[config.mk]
export PLATFORM = sky130hd
export DESIGN_NAME = uart_command_ack_engine
export DESIGN_NICKNAME = d
export VERILOG_FILES = /design/src/design/uce_pkg.sv /design/src/design/uce_ctrl.sv /design/src/design/uce_emit.sv /design/src/design/uart_command_ack_engine.sv
export SDC_FILE = /design/constraint.sdc
export NUM_CORES = 1
export LEC_CHECK = 0
export BUFFER_PORTS_ARGS = -buffer_cell sky130_fd_sc_hd__buf_2
export CAP_MARGIN = 20
export CORE_UTILIZATION = 30
export DETAILED_ROUTE_END_ITERATION = 7
export PLACE_DENSITY = 0.55
export SLEW_MARGIN = 30
export SYNTH_ARGS = -nofsm -noshare
export SYNTH_HDL_FRONTEND = slang
export SYNTH_SLANG_ARGS = --single-unit
[constraint.sdc]
create_clock -name clk -period 5.1 [get_ports clk]
set_clock_uncertainty 0.15 [all_clocks]
set_input_delay 0.765 -clock clk [delete_from_list [all_inputs] [get_ports clk]]
set_output_delay 0.765 -clock clk [all_outputs]
set_load 0.01 [all_outputs]
[src/design/uce_pkg.sv]
package uce_pkg;

  localparam int REPLY_DEPTH = 16;
  localparam int FILL_W      = $clog2(REPLY_DEPTH + 1);
  localparam int STORE_AW    = $clog2(REPLY_DEPTH);
  localparam int FRAME_LEN   = 8;
  localparam int IDX_W       = $clog2(FRAME_LEN + 1);

  localparam logic [7:0]        SYNC_BYTE    = 8'hFF;
  localparam logic [FILL_W-1:0] REPLY_NEEDED = FILL_W'(8);

  localparam logic [7:0] ACK_CODE_RST      = 8'd14;
  localparam logic [7:0] NAK_CODE_RST      = 8'd15;
  localparam logic [7:0] RETRY_LIMIT_RST   = 8'd8;
  localparam logic [7:0] TIMEOUT_TICKS_RST = 8'd100;

  localparam logic [1:0] CFG_ACK_CODE      = 2'd0;
  localparam logic [1:0] CFG_NAK_CODE      = 2'd1;
  localparam logic [1:0] CFG_RETRY_LIMIT   = 2'd2;
  localparam logic [1:0] CFG_TIMEOUT_TICKS = 2'd3;

  localparam logic [1:0] OP_ISSUE = 2'd0;
  localparam logic [1:0] OP_RX    = 2'd1;
  localparam logic [1:0] OP_TICK  = 2'd2;

  localparam logic KIND_TX     = 1'b0;
  localparam logic KIND_STATUS = 1'b1;

  localparam logic [1:0] STAT_ACK  = 2'd0;
  localparam logic [1:0] STAT_FAIL = 2'd1;
  localparam logic [1:0] STAT_BUSY = 2'd2;

  typedef struct packed {
    logic [1:0] opcode;
    logic [7:0] cmd_first;
    logic [7:0] cmd_second;
    logic [7:0] cmd_third;
    logic [7:0] cmd_fourth;
    logic [7:0] cmd_fifth;
    logic [7:0] rx_data;
  } in_item_t;

  typedef struct packed {
    logic              result_kind;
    logic [7:0]        tx_data;
    logic [1:0]        status;
    logic [FILL_W-1:0] reply_count;
    logic              last;
  } out_item_t;

  // One job: optional frame, then optional status.
  typedef struct packed {
    logic              has_frame;
    logic              has_status;
    logic [1:0]        status;
    logic [FILL_W-1:0] count;
    logic [7:0]        cmd;
    logic [31:0]       payload;
  } job_t;

endpackage

[src/design/uce_ctrl.sv]
module uce_ctrl (
  input  logic               clk,
  input  logic               rst_n,
  input  logic               cfg_we,
  input  logic [1:0]         cfg_index,
  input  logic [7:0]         cfg_wdata,
  input  logic               go,
  input  uce_pkg::in_item_t  item,
  output logic               job_valid,
  output uce_pkg::job_t      job
);

  logic [7:0] ack_code_r, nak_code_r, retry_limit_r, timeout_ticks_r;

  logic [7:0]                 store_r [uce_pkg::REPLY_DEPTH];
  logic [uce_pkg::FILL_W-1:0] fill_r, fill_nxt;
  logic [7:0]                 pending_r, pending_nxt;
  logic [31:0]                payload_r, payload_nxt;
  logic                       waiting_r, waiting_nxt;
  logic [7:0]                 tries_r, tries_nxt;
  logic [7:0]                 ticks_r, ticks_nxt;

  logic       store_we;
  logic [7:0] ticks_per_try;

  assign ticks_per_try = (timeout_ticks_r == 8'd0) ? 8'd1 : timeout_ticks_r;

  always_comb begin
    fill_nxt    = fill_r;
    pending_nxt = pending_r;
    payload_nxt = payload_r;
    waiting_nxt = waiting_r;
    tries_nxt   = tries_r;
    ticks_nxt   = ticks_r;
    store_we    = 1'b0;
    job_valid   = 1'b0;
    job         = '0;
    job.count   = fill_r;
    job.cmd     = pending_r;
    job.payload = payload_r;
    if (go) begin
      unique case (item.opcode)
        uce_pkg::OP_ISSUE: begin
          job_valid = 1'b1;
          if (waiting_r) begin
            job.has_status = 1'b1;
            job.status     = uce_pkg::STAT_BUSY;
          end else begin
            pending_nxt = item.cmd_first;
            payload_nxt = {item.cmd_second, item.cmd_third, item.cmd_fourth, item.cmd_fifth};
            fill_nxt    = '0;
            job.has_frame = 1'b1;
            job.count     = '0;
            job.cmd       = item.cmd_first;
            job.payload   = payload_nxt;
            if (item.cmd_first == ack_code_r || item.cmd_first == nak_code_r) begin
              job.has_status = 1'b1;
              job.status     = uce_pkg::STAT_ACK;
            end else begin
              waiting_nxt = 1'b1;
              tries_nxt   = (retry_limit_r == 8'd0) ? 8'd0 : retry_limit_r - 8'd1;
              ticks_nxt   = ticks_per_try;
            end
          end
        end
        uce_pkg::OP_RX: begin
          if (fill_r < uce_pkg::FILL_W'(uce_pkg::REPLY_DEPTH)) begin
            store_we = 1'b1;
            fill_nxt = fill_r + uce_pkg::FILL_W'(1);
          end
        end
        uce_pkg::OP_TICK: begin
          if (waiting_r) begin
            if (fill_r >= uce_pkg::REPLY_NEEDED &&
                store_r[3] == ack_code_r && store_r[4] == pending_r) begin
              waiting_nxt    = 1'b0;
              job_valid      = 1'b1;
              job.has_status = 1'b1;
              job.status     = uce_pkg::STAT_ACK;
            end else if (fill_r < uce_pkg::REPLY_NEEDED && ticks_r > 8'd1) begin
              ticks_nxt = ticks_r - 8'd1;
            end else begin
              if (fill_r < uce_pkg::REPLY_NEEDED) begin
                ticks_nxt = 8'd0;
              end
              job_valid = 1'b1;
              if (tries_r == 8'd0) begin
                waiting_nxt    = 1'b0;
                job.has_status = 1'b1;
                job.status     = uce_pkg::STAT_FAIL;
              end else begin
                tries_nxt     = tries_r - 8'd1;
                ticks_nxt     = ticks_per_try;
                fill_nxt      = '0;
                job.has_frame = 1'b1;
                job.count     = '0;
              end
            end
          end
        end
        default: begin
        end
      endcase
    end
  end

  always_ff @(posedge clk) begin
    if (!rst_n) begin
      ack_code_r      <= uce_pkg::ACK_CODE_RST;
      nak_code_r      <= uce_pkg::NAK_CODE_RST;
      retry_limit_r   <= uce_pkg::RETRY_LIMIT_RST;
      timeout_ticks_r <= uce_pkg::TIMEOUT_TICKS_RST;
      fill_r          <= '0;
      pending_r       <= '0;
      payload_r       <= '0;
      waiting_r       <= 1'b0;
      tries_r         <= '0;
      ticks_r         <= '0;
    end else begin
      if (cfg_we) begin
        unique case (cfg_index)
          uce_pkg::CFG_ACK_CODE:      ack_code_r      <= cfg_wdata;
          uce_pkg::CFG_NAK_CODE:      nak_code_r      <= cfg_wdata;
          uce_pkg::CFG_RETRY_LIMIT:   retry_limit_r   <= cfg_wdata;
          uce_pkg::CFG_TIMEOUT_TICKS: timeout_ticks_r <= cfg_wdata;
          default: begin
          end
        endcase
      end
      fill_r    <= fill_nxt;
      pending_r <= pending_nxt;
      payload_r <= payload_nxt;
      waiting_r <= waiting_nxt;
      tries_r   <= tries_nxt;
      ticks_r   <= ticks_nxt;
    end
  end

  always_ff @(posedge clk) begin
    if (store_we) begin
      store_r[fill_r[uce_pkg::STORE_AW-1:0]] <= item.rx_data;
    end
  end

endmodule

[src/design/uce_emit.sv]
module uce_emit (
  input  logic               clk,
  input  logic               rst_n,
  input  logic               load,
  input  uce_pkg::job_t      job,
  output logic               slot_free,
  output logic               out_valid,
  input  logic               out_ready,
  output uce_pkg::out_item_t out_item
);

  uce_pkg::job_t             job_r;
  logic                      job_valid_r;
  logic [uce_pkg::IDX_W-1:0] idx_r;
  logic                      out_valid_r;
  uce_pkg::out_item_t        out_r;

  uce_pkg::out_item_t cur;
  logic               in_frame;
  logic               advance;

  assign in_frame = job_r.has_frame && (idx_r < uce_pkg::IDX_W'(uce_pkg::FRAME_LEN));

  always_comb begin
    cur = '0;
    if (in_frame) begin
      cur.result_kind = uce_pkg::KIND_TX;
      unique case (idx_r)
        uce_pkg::IDX_W'(3): cur.tx_data = job_r.cmd;
        uce_pkg::IDX_W'(4): cur.tx_data = job_r.payload[31:24];
        uce_pkg::IDX_W'(5): cur.tx_data = job_r.payload[23:16];
        uce_pkg::IDX_W'(6): cur.tx_data = job_r.payload[15:8];
        uce_pkg::IDX_W'(7): cur.tx_data = job_r.payload[7:0];
        default:            cur.tx_data = uce_pkg::SYNC_BYTE;
      endcase
      cur.last = !job_r.has_status &&
                 (idx_r == uce_pkg::IDX_W'(uce_pkg::FRAME_LEN - 1));
    end else begin
      cur.result_kind = uce_pkg::KIND_STATUS;
      cur.status      = job_r.status;
      cur.last        = 1'b1;
    end
    cur.reply_count = job_r.count;
  end

  assign advance   = job_valid_r && (!out_valid_r || out_ready);
  assign slot_free = !job_valid_r || (advance && cur.last);
  assign out_valid = out_valid_r;
  assign out_item  = out_r;

  always_ff @(posedge clk) begin
    if (!rst_n) begin
      job_valid_r <= 1'b0;
      idx_r       <= '0;
      out_valid_r <= 1'b0;
    end else begin
      if (advance) begin
        out_valid_r <= 1'b1;
      end else if (out_ready) begin
        out_valid_r <= 1'b0;
      end
      if (load) begin
        job_valid_r <= 1'b1;
        idx_r       <= '0;
      end else if (advance) begin
        if (cur.last) begin
          job_valid_r <= 1'b0;
          idx_r       <= '0;
        end else begin
          idx_r <= idx_r + uce_pkg::IDX_W'(1);
        end
      end
    end
  end

  always_ff @(posedge clk) begin
    if (advance) begin
      out_r <= cur;
    end
    if (load) begin
      job_r <= job;
    end
  end

endmodule

[src/design/uart_command_ack_engine.sv]
// Command/acknowledge engine for a serial camera link.
// Input channel (in_valid/in_ready/in_item): issue a command, deliver a
// received byte, or a time tick. Result channel (out_valid/out_ready/
// out_item): bytes to transmit and command status, last marks the final
// result of an item. Configuration writes (cfg_we/cfg_index/cfg_wdata) set
// ack code, nak code, retry limit and timeout ticks; write only when idle.
// An item is held in the input register, is decoded against the engine
// state into a job in the job register, and the job is played out one
// result per cycle while out_ready allows, through the output register.
// An item makes 0, 1, 8 or 9 results and holds the job slot until its last
// result enters the output register: 9 results for an issue that finishes
// at once (frame plus status), 8 for a frame alone.
// Reset (synchronous, rst_n low) restores the default register values,
// clears the reply count and returns the engine to idle.
// When out_ready is low the output register holds its item, the job slot
// stays busy and in_ready drops once the input register is full.
module uart_command_ack_engine (
  input  logic               clk,
  input  logic               rst_n,
  input  logic               in_valid,
  output logic               in_ready,
  input  uce_pkg::in_item_t  in_item,
  output logic               out_valid,
  input  logic               out_ready,
  output uce_pkg::out_item_t out_item,
  input  logic               cfg_we,
  input  logic [1:0]         cfg_index,
  input  logic [7:0]         cfg_wdata
);

  logic              in_valid_r;
  uce_pkg::in_item_t in_item_r;
  logic              slot_free;
  logic              go;
  logic              job_valid;
  uce_pkg::job_t     job;

  assign go       = in_valid_r && slot_free;
  assign in_ready = !in_valid_r || go;

  always_ff @(posedge clk) begin
    if (!rst_n) begin
      in_valid_r <= 1'b0;
    end else if (in_ready) begin
      in_valid_r <= in_valid;
    end
  end

  always_ff @(posedge clk) begin
    if (in_ready && in_valid) begin
      in_item_r <= in_item;
    end
  end

  uce_ctrl u_ctrl (
    .clk       (clk),
    .rst_n     (rst_n),
    .cfg_we    (cfg_we),
    .cfg_index (cfg_index),
    .cfg_wdata (cfg_wdata),
    .go        (go),
    .item      (in_item_r),
    .job_valid (job_valid),
    .job       (job)
  );

  uce_emit u_emit (
    .clk       (clk),
    .rst_n     (rst_n),
    .load      (job_valid),
    .job       (job),
    .slot_free (slot_free),
    .out_valid (out_valid),
    .out_ready (out_ready),
    .out_item  (out_item)
  );

endmodule

* Word level (Yosys, flattened, before mapping)
Memory sizes are Yosys's and may differ from the RTL's.
Cells that the tools add are included.
** Operators by class
- Muxes and demuxes :: 63
- Equality and inequality tests :: 22
- Add/sub/neg operators :: 5
- Bitwise logic cells :: 2
- $lt $le $gt $ge :: 5
- Reduce and logical (&&, ||, !) cells :: 38
** Operator list (count)
- two-way mux 8 bit :: 15
- two-way mux 45 bit :: 2
- two-way mux 40 bit :: 1
- case mux 8 bit (5 select lines) :: 1
- two-way mux 5 bit :: 7
- == test 8 bit :: 4
- case mux 8 bit (2 select lines) :: 2
- zero test 8 bit :: 3
- two-way mux 1 bit :: 24
- subtractor 8 x 1 -> 8 bit, second input constant :: 3
- two-way mux 9 bit :: 2
- case mux 9 bit (2 select lines) :: 1
- == test 4 x 3 -> 1 bit, second input constant :: 4
- case mux 5 bit (3 select lines) :: 1
- AND reduction 7 bit :: 2
- two-way mux 3 bit :: 4
- AND reduction 2 bit :: 6
- inequality test 2 bit, second input constant :: 5
- logical AND 1 bit :: 9
- > comparator 8 x 1 -> 1 bit, second input constant :: 1
- AND reduction 8 bit :: 1
- nonzero test 2 bit :: 4
- == test 2 bit, second input constant :: 3
- adder 5 x 1 -> 5 bit, second input constant :: 1
- other kinds (18) :: 29
** Storage, ports and cells
- Memories :: 1
- Memory bits (writable) :: 128
- Output and inout bits :: 19
- Logic and storage cells :: 168
- Input port bits :: 65
- Flip-flop bits (word level) :: 217
** Memory list
- u_ctrl.store_r :: depth 16, bits a word 8, rd ports 2, clocked after memory_dff 0, wr ports 1, RTL line uce_ctrl.sv:15 : logic [7:0] store_r [uce_pkg::REPLY_DEPTH];

* Logic depth before layout (Yosys ltp)
An unclocked memory read counts as a cell.
- Depth in word-level cells :: 10
- Gate-level depth with buffers :: 9
- Depth with buffers taken out :: 8

* By module
A second synthesis with hierarchy kept.
** Second synthesis, totals
- Cells, all modules :: 802
- Area, all modules :: 9764.4 um^2
** Modules (own cells, without submodules)
- uce_ctrl :: cells an instance 596, area each 5577.8 um^2, instances 1
- uce_emit :: cells an instance 150, area each 2620.0 um^2, instances 1
- uart_command_ack_engine :: cells an instance 56, area each 1566.5 um^2, instances 1

* Worst setup path after synthesis
No wires, ideal clock.
- Kind :: reg-to-reg
- Start point :: register u_emit.idx_r[0] (netlist name)
- End point :: register in_item_r[0] (netlist name), enable pin
- Setup slack :: 0.918 ns
- Stages on the path, launching flop included :: 7
- Setup time :: 0.488 ns
- Arrival :: 3.544 ns
- Period minus slack after synthesis :: 4.182 ns
- Buffers on the path :: 0
- Cell sequence :: dfxtp_1 -> ha_1 -> nand2_1 -> o21a_1 -> inv_1 -> nand2_1 -> a31oi_1
** RTL lines
- from (decl) :: RTL line uce_emit.sv:14 : logic [uce_pkg::IDX_W-1:0] idx_r;
- from (signal assigned) :: RTL line uce_emit.sv:70 : idx_r <= idx_r + uce_pkg::IDX_W'(1);
- to (signal assigned) :: RTL line uart_command_ack_engine.sv:51 : in_item_r <= in_item;
- to (decl) :: RTL line uart_command_ack_engine.sv:32 : uce_pkg::in_item_t in_item_r;

* Final worst setup path
- Start point :: register u_emit.idx_r[0] (netlist name)
- End point :: register u_ctrl.payload_r[13]
** On the way
- Longest elaborated chain between the ends :: 7
- Elaborated cells on any way between the ends :: 9
- Those cells by class :: 1 x order compare; 1 x eq/ne; 1 x mux; 6 x reduce/logical
** RTL lines
- less-than comparator 4 bit / == test 4 x 3 -> 1 bit (equally long branches) :: RTL line uce_emit.sv:22, uce_emit.sv:37
- logical AND 1 bit, on equally long branches :: RTL line uce_emit.sv:22, uce_emit.sv:36
- two-way mux 1 bit (*) :: RTL line uce_emit.sv:26 : if (in_frame) begin
- logical AND 1 bit (*) :: RTL line uce_emit.sv:47 : assign slot_free = !job_valid_r || (advance && cur.last);
- logical OR 1 bit (*) :: RTL line uce_emit.sv:47
- logical AND 1 bit (*) :: RTL line uart_command_ack_engine.sv:38 : assign go = in_valid_r && slot_free;
- AND reduction 3 bit (no line) (*)
- to (signal assigned) :: RTL line uce_ctrl.sv:132 : payload_r <= payload_nxt;
- to (decl) :: RTL line uce_ctrl.sv:18 : logic [31:0] payload_r, payload_nxt;
Every way passes the cells marked *; elsewhere a longest branch is shown, timed or not.
A chain may end at the register's enable or synchronous reset.

==> reports/metrics.cfg <==
[grt]
grt_pass1_wl_um = 33300
grt_max_degree = 61
grt_overflow_total = 0
track_usage_pct = 12.7
grt_pass1_vias = 5991
grt_antenna_before_repair = 0

[clocking]
post_cts_buffers = 0
cts-root-buf = clkbuf_16
cts_sinks = 233
clockBufferDepth = 3
postCtsResizedCells = 0
clk_latency_ns = 0.53
cts_inserted_buffers = 26
cts_tree = done
cts_max_level = 1
ctsHoldBuffers = 0
cts.clk_slew.worst_paths_ns = 0.07

[cells_and_area]
fin_util_pct = 35.8
syn2layout_area_growth_pct = 17.0
drive_gt1_share_pct = 19.4
final_cells = 1315
num_antenna_cells = 0
fin_nets = 972
final_cell_area_mm2 = 0.0113

[worst_setup_path]
critPathKind = reg -> reg
cp-start-kind = register
crit_path_max_incr_delay_ns = 0.71
cp_max_fo = 40
cpMaxStageDelayCell = a2bb2oi_1
path_cells = ha_1, nand2_1, o21a_1, a2bb2oi_1, or2_4, mux2_2, and2_1
path_buf_inv = 0
end_kind = register
critPathTopFamily = simple AND/OR/NAND/NOR gates
cp.arrival_ns = 3.56
cp.required_ns = 5.37

[sta]
finalSetupViolations = 0
fmax_mhz = 305
slew_violations = 0
worst_pin_slew_ns = 0.857
setup-tns-final_ns = 0
worst_slack_ns = 1.82
hold_viol = 0
hold_ws_ns = 0.254
grt_setup_unrepaired = no
relSlewSlack_pct = 42.6
min_period_ns = 3.28
finalCritPeriodShare_pct = 64.3

[logic_synthesis]
async_flop_share_pct = 0
synth.area.top_cells = edfxtp_1 41%, dfxtp_1 21%, nand2_1 4.1%, mux2_2 3.8%, and2_1 2.9%
syn_nets = 898
synth_warnings = 0
postSynthAreaPerCell_um2 = 11.8
synth_area_mm2 = 0.00969
synth_enable_flop_cells = 132
synth_top_area_cell = edfxtp_1
synth-seq-area-share_pct = 61.8
ys_top_cells_by_count = 132 x edfxtp_1, 107 x nand2_1, 101 x dfxtp_1, 45 x and2_1, 33 x mux2_2
ys_seq_elements = 233
synth_flop_cell = edfxtp_1
yosysMostFrequentCell = edfxtp_1
synthCells = 819
synth_top_area_share_pct = 40.9
ys_types = 59

[floorplanning]
coreArea_mm2 = 0.0316
num_rows = 65
die_area_mm2 = 0.0330
die_h_um = 182
die_w_um = 182
start_util_pct = 30.6
io_pins = 84

[placement]
dp_cells = 1267
port_buffers = 83
hpwl_um = 14300
place_ws_ns = 1.72
placed_area_mm2 = 0.0105
gp_congestion = 0.806

[power]
peakVddDrop_v = 0.000198
power_mw = 4.13
power_density_mw_per_mm2 = 364
leakage_nw = 4.27

[route]
drc = 0
drt-initial-drc-count = 421
wl_per_cell_um = 15.9
wl_um = 20900
dr.pass1.iters = 5
ant_nets = 0
via_count = 6207
vias_per_cell = 4.72

[run]
maxCapViolCount = 0

[min_path]
hold_path.class = in -> reg

[run_status]
outcome = finished clean

-- where the power goes --
group | internal, mW | total (mW) | switching (mW)
sequential | 2.05 | 2.09 | 0.0399
combinational | 0.106 | 0.254 | 0.147
clock | 1.02 | 1.79 | 0.767
-- sequential cells by signal, indices dropped and copies added (netlist names), 5 cells and up --
| signal | flops |
|---|---|
| u_ctrl.retry_limit_r | 8 |
| u_ctrl.ticks_r | 8 |
| u_emit.cur | 5 |
| in_item_r | 50 |
| u_ctrl.payload_r | 32 |
| u_ctrl.fill_r | 5 |
| u_ctrl.pending_r | 8 |
| u_ctrl.ack_code_r | 8 |
| u_ctrl.nak_code_r | 8 |
| u_emit.job_r | 44 |
| u_ctrl.store_r | 16 |
| u_ctrl.tries_r | 8 |
| u_ctrl.timeout_ticks_r | 8 |
| u_emit.out_item | 17 |
-- per-layer routing --
layer  global-route usage, %  wire (um)
met1                    18.1      10100
met2                    20.0       9440
met3                    2.03        941
met4                    3.46        406
met5                       0          0
-- worst reg2reg max path: cells and delay by family, from the launching register on --
family	cells	cell delay, ns
adders and majority gates	1	0.39
and+or+nand+nor	3	0.93
AOI/OAI and AO/OA	2	0.89
DFF	1	0.36
muxes	1	0.46
-- worst paths after layout --
check / startpoint / to / slack, ns / depth (start not counted)
hold / removal: in_item[46] / in_item_r[46] / 0.25 / 1
hold reg to reg: u_emit.cur[3] / u_emit.out_item[3] / 0.27 / 0
setup reg to reg: u_emit.idx_r[0] / u_ctrl.payload_r[13] / 1.82 / 7
setup / recovery: u_emit.idx_r[0] / u_ctrl.payload_r[13] / 1.82 / 7
-- cell families (layout without fill, tap and decap cells) --
group	Yosys count	after routing	synth area share, %
XOR/XNOR	43	43	3.89
AND/OR/NAND/NOR	272	272	13.9
buffers and inverters	64	158	2.58
AO/OA/AOI/OAI	134	134	9.41
adder cells (fa/ha/maj)	14	14	1.81
multiplexers	59	59	6.61
flip-flops	233	233	61.8
-- cell usage in the layout, fill, tap and decap left out, drive strengths merged, types with 26 or more instances in the layout --
cell type	count
and2	45
edfxtp	132
buf	86
inv	26
nand2	107
o21ai	26
mux2	40
a21oi	28
clkbuf	33
dfxtp	101
xnor2	26
-- final cells by class --
cell class	instances	area, um^2
Fill cell	3112	20300
Sequential cell	233	5990
Multi-Input combinational cell	522	3480
Clock buffer	33	728
Tap cell	402	503
Timing Repair Buffer	86	440
Clock inverter	15	103
Inverter	24	92.6
Power figures use the tool's default switching activity.
